**config.mk**
```make
export PLATFORM = sky130hd
export DESIGN_NAME = qme_front
export DESIGN_NICKNAME = d
export VERILOG_FILES = /design/src/hw/rtl/qme_pkg.sv /design/src/hw/rtl/qme_front.sv
export SDC_FILE = /design/constraint.sdc
export NUM_CORES = 1
export LEC_CHECK = 0
export BUFFER_PORTS_ARGS = -buffer_cell sky130_fd_sc_hd__buf_4
export CORE_MARGIN = 3
export CORE_UTILIZATION = 43
export CTS_CLUSTER_DIAMETER = 50
export DETAILED_ROUTE_END_ITERATION = 6
export HOLD_SLACK_MARGIN = 0.1
export PLACE_DENSITY = 0.77
export RECOVER_POWER = 25
export SETUP_SLACK_MARGIN = 0.2
export SYNTH_ARGS = -nofsm -noshare
export SYNTH_HDL_FRONTEND = slang
export SYNTH_SLANG_ARGS = --single-unit
```
**constraint.sdc**
```tcl
create_clock -name clk -period 3.5 [get_ports clk]
set_clock_uncertainty 0.1 [all_clocks]
set_input_delay 0.175 -clock clk [delete_from_list [all_inputs] [get_ports clk]]
set_output_delay 0.175 -clock clk [all_outputs]
set_load 0.01 [all_outputs]
```
**src/hw/rtl/qme_pkg.sv**
```systemverilog
// qme_pkg: shared types and constants of the queue machine execute unit.
// No dependencies.
package qme_pkg;
  localparam int QDEPTH = 1024;
  localparam int QAW = 10;
  localparam int QCW = 11;
  localparam int NREGS = 26;

  typedef enum logic [4:0] {
    OP_PUSH = 5'd0, OP_ADD = 5'd1, OP_SUB = 5'd2, OP_MUL = 5'd3, OP_DIV = 5'd4,
    OP_MOD = 5'd5, OP_POPR = 5'd6, OP_PUSHR = 5'd7, OP_PRN = 5'd8, OP_PRNR = 5'd9,
    OP_CHR = 5'd10, OP_CHRR = 5'd11, OP_JMP = 5'd12, OP_JZ = 5'd13, OP_JEQ = 5'd14,
    OP_JGT = 5'd15, OP_QUIT = 5'd16, OP_NOP = 5'd17
  } op_t;

  localparam logic [1:0] KIND_NONE = 2'd0;
  localparam logic [1:0] KIND_NUM = 2'd1;
  localparam logic [1:0] KIND_CHAR = 2'd2;
  localparam logic [1:0] KIND_QUIT = 2'd3;
  localparam logic [1:0] FLT_OK = 2'd0;
  localparam logic [1:0] FLT_UNDER = 2'd1;
  localparam logic [1:0] FLT_OVER = 2'd2;

  typedef struct packed {
    logic [4:0]  op;
    logic [15:0] immediate;
    logic [4:0]  reg_a;
    logic [4:0]  reg_b;
    logic [15:0] target;
  } instr_t;

  typedef struct packed {
    logic [1:0]  out_kind;
    logic [15:0] out_value;
    logic        jump_taken;
    logic [15:0] jump_target;
    logic [1:0]  fault;
  } result_t;

  typedef enum logic [2:0] {
    ST_IDLE, ST_POP1, ST_POP2, ST_DIV, ST_EXEC, ST_OUT
  } state_t;
endpackage

```
**src/hw/rtl/qme_front.sv**
```systemverilog
// qme_front: accepts instruction words into a two-entry queue.
// Depends on qme_pkg.
module qme_front (
  input  logic clk,
  input  logic rst_n,
  input  logic in_valid,
  output logic in_ready,
  input  qme_pkg::instr_t in_word,
  output logic q_valid,
  input  logic q_ready,
  output qme_pkg::instr_t q_word
);
  qme_pkg::instr_t mem_r [2];
  logic wp_r, rp_r;
  logic [1:0] cnt_r;
  logic wr, rd;

  assign in_ready = (cnt_r != 2'd2);
  assign q_valid = (cnt_r != 2'd0);
  assign q_word = mem_r[rp_r];
  assign wr = in_valid && in_ready;
  assign rd = q_valid && q_ready;

  always_ff @(posedge clk) begin
    if (wr) mem_r[wp_r] <= in_word;
    if (!rst_n) begin
      wp_r <= 1'b0;
      rp_r <= 1'b0;
      cnt_r <= 2'd0;
    end else begin
      if (wr) wp_r <= ~wp_r;
      if (rd) rp_r <= ~rp_r;
      cnt_r <= cnt_r + {1'b0, wr} - {1'b0, rd};
    end
  end
endmodule

```
==> flow_metrics.tcl <==
set metrics [dict create \
    crit_path_frequent_cell "sky130_fd_sc_hd__buf_4" \
    number_of_violations_reported_at_the_end_of_detailed_routing_iteration_0 68 \
    outcome "completed" \
    cellPowerDensity_nw_per_um2 606.6 \
    floorplan.initialDensity_pct 44.94 \
    synth_fp_nets 223 \
    yosysTopAreaCell "sky130_fd_sc_hd__edfxtp_1" \
    final_cells 437 \
    met2_length_um 3637 \
    final.period_utilization_pct 68.03 \
    fmaxAchievable_ghz 0.4200 \
    per_instance_average_area_after_synthesis_sq_um 22.05 \
    cap_violations 0 \
    grt_start_max_net_pins 48 \
    rsz_0062_raised_after_global_routing "false" \
    total_power_w 0.003183 \
    die_h_um 99.37 \
    multi_input_combinational_cell_area_sq_um 780.7 \
    wire_per_inst_um 15.23 \
    place.port_buffers 99 \
    instance_count_of_the_mapped_netlist 170 \
    vias_in_the_first_global_route 2190 \
    netlist-cell-type-count 18 \
    crit_family "flip-flops" \
    synthesis.area_sq_um 3749 \
    cp_data_arrival_time_ns 2.11 \
    via_total_after_detailed_routing 2026 \
    setup_tns_ns 0 \
    critical_path_cell_by_cell "buf_4 -> mux2_2 -> buf_4" \
    placeableCoreArea_sq_um 8341 \
    path_class "reg2out" \
    finalCriticalPeriod_ns 2.381 \
    warnings_synthesis 0 \
    critical_path_peak_fanout 25 \
    ys_ff_latch 99 \
    place.gp.congestion 0.6867 \
    drive_above_1_share_pct 49.40 \
    synth_edf_count 94 \
    num_rows 33 \
    root_buf_cell "sky130_fd_sc_hd__clkbuf_8" \
    dpl.cell_count 373 \
    antenna_cells_inserted 0 \
    synth-seq-area-share_pct 77.97 \
    cp_num_buf_inv 2 \
    tightestPinTransition_ns 1.093 \
    clock_latency_ns 0.34 \
    dp.final_hpwl_um 4307 \
    critPathCaptureType "output port" \
    power_leakage_nw 2.019 \
    timing.critical_path.slowest_cell_delay_ns 0.79 \
    n_fill_cell 623 \
    maxSlewViolCount 0 \
    synthDominantCellAreaShare_pct 75.30 \
    detailed_routing_iterations_pass_1 5 \
    setup_viols_final 0 \
    yosys.cell_count.top_type "sky130_fd_sc_hd__edfxtp_1" \
    fin_nets 380 \
    met1Wirelength_um 2585 \
    postSynth.asyncResetShare_pct 0 \
    post-route-drc-count 0 \
    clkSlewWorstSetupHoldPaths_ns 0.09 \
    numCtsBuffers 9 \
    chipWidth_um 99.37 \
    min_path_type "in2reg" \
    cts_htree_levels 3 \
    hold_viol 0 \
    timing.max_slew.rel_slack_pct 27.12 \
    route.met3.wl_um 336 \
    fp.dieArea_sq_um 9874 \
    total_global_routing_track_utilization_pct 13.98 \
    synth-main-ff-cell "sky130_fd_sc_hd__edfxtp_1" \
    grt_pass1_wl_um 10350 \
    io-pin-count 100 \
    hold-worst-slack_ns 0.1254 \
    post_synth_most_frequent_cells "sky130_fd_sc_hd__edfxtp_1 (94), sky130_fd_sc_hd__mux2_4 (30), sky130_fd_sc_hd__mux2_2 (17)" \
    post_cts_setup_driven_buffer_insertion_count 0 \
    critical_path.startpoint_type "flip-flop" \
    synth_area_leaders "sky130_fd_sc_hd__edfxtp_1 (75%), sky130_fd_sc_hd__mux2_4 (12%), sky130_fd_sc_hd__mux2_2 (5.1%)" \
    tritoncts_clock_tree "yes" \
    finish.utilization_pct 62.90 \
    drt-total-wl_um 6655 \
    ir_worst_vdd_mv 0.3618 \
    grt_overflow_total 0 \
    drt.antenna.violating_nets 0 \
    layout_overhead_on_the_synthesized_area_pct 39.95 \
    library_cell_contributing_the_largest_single_delay_on_the_critical_path "sky130_fd_sc_hd__dfxtp_2" \
    dr_vias_cell 4.636 \
    route.top_layer_used "met4" \
    grt_antenna_before_repair 0 \
    cts.sink_count 99 \
    seq_area_sq_um 2924 \
    max-clock-path-buffers 2 \
    required_ns 3.22 \
]
-- layout by cell type (no fill, tap or decap), types with 3 or more instances in the layout --
master,instances
sky130_fd_sc_hd__buf_4,71
sky130_fd_sc_hd__clkbuf_1,6
sky130_fd_sc_hd__clkbuf_4,26
sky130_fd_sc_hd__clkbuf_8,9
sky130_fd_sc_hd__dfxtp_1,4
sky130_fd_sc_hd__dlygate4sd3_1,48
sky130_fd_sc_hd__edfxtp_1,94
sky130_fd_sc_hd__inv_6,3
sky130_fd_sc_hd__mux2_2,17
sky130_fd_sc_hd__mux2_4,30
sky130_fd_sc_hd__xnor2_1,3
-- worst paths after layout --
kind | from | to | slack, ns | cells after the start
max | flip-flop | q_word[5] | 1.12 | 3
min | in_valid | wp_r | 0.13 | 3
max reg2reg | cnt_r[0] | mem_r[0][16] | 1.35 | 4
min reg2reg | wp_r | wp_r | 0.46 | 2
-- worst min-delay path, cell delays in order --
cell,delay (ns)
sky130_fd_sc_hd__buf_4,0.08
sky130_fd_sc_hd__nand2_1,0.12
sky130_fd_sc_hd__mux2i_1,0.15
-- cell families after synthesis --
group / synth area share (%)
AO/OA/AOI/OAI: 0.2003
AND/OR/NAND/NOR: 1.636
flip-flops: 77.97
multiplexers: 17.39
XOR/XNOR: 0.7011
adder cells (fa/ha/maj): 0.6675
buffers and inverters: 1.435
-- power by group --
group	internal (W)	leakage (nW)	switching, W
clock network	0.000263	0.0864	0.000383
registers	0.00149	0.920	0.0000895
logic	0.000562	1.01	0.000396
-- per-layer routing --
metal / GRT usage, % / vias up
met3: 3.086 / 8
met5: 0 / -
li1: - / 972
met1: 15.40 / 980
met4: 5.672 / 0
met2: 25.93 / 66
-- state kept, by name, indices dropped and copies added, names as in the netlist, named ones only --
name   count
rp_r       1
mem_r     94
wp_r       1
cnt_r      2
-- timing repair --
item / 4_1_cts / 5_1_grt
endpoints found under the hold margin: 99 / 0
setup endpoints to repair: 0 / 0
resized for setup: 0 / 0
hold buffers: 48 / 0
-- layout make-up --
cell class / count / area share (%)
multi-input cells: 65 / 14.88
well taps: 105 / 2.504
flip-flops and latches: 99 / 55.74
repair buffers: 151 / 23.47
clock inverters: 7 / 0.9778
inverters: 1 / 0.07155
clock buffers: 9 / 2.361
-- per-stage QoR --
stage | setup slack [ns] | instance area (sq um)
after detailed placement | 1.328 | 4613
after floorplan | 0.3175 | 3749
after CTS | 1.057 | 5269
after global placement | 1.468 | 4613
after global routing | 0.9824 | 5246
final | 1.119 | 5246
Note: power is estimated with default switching activity, not from simulation.
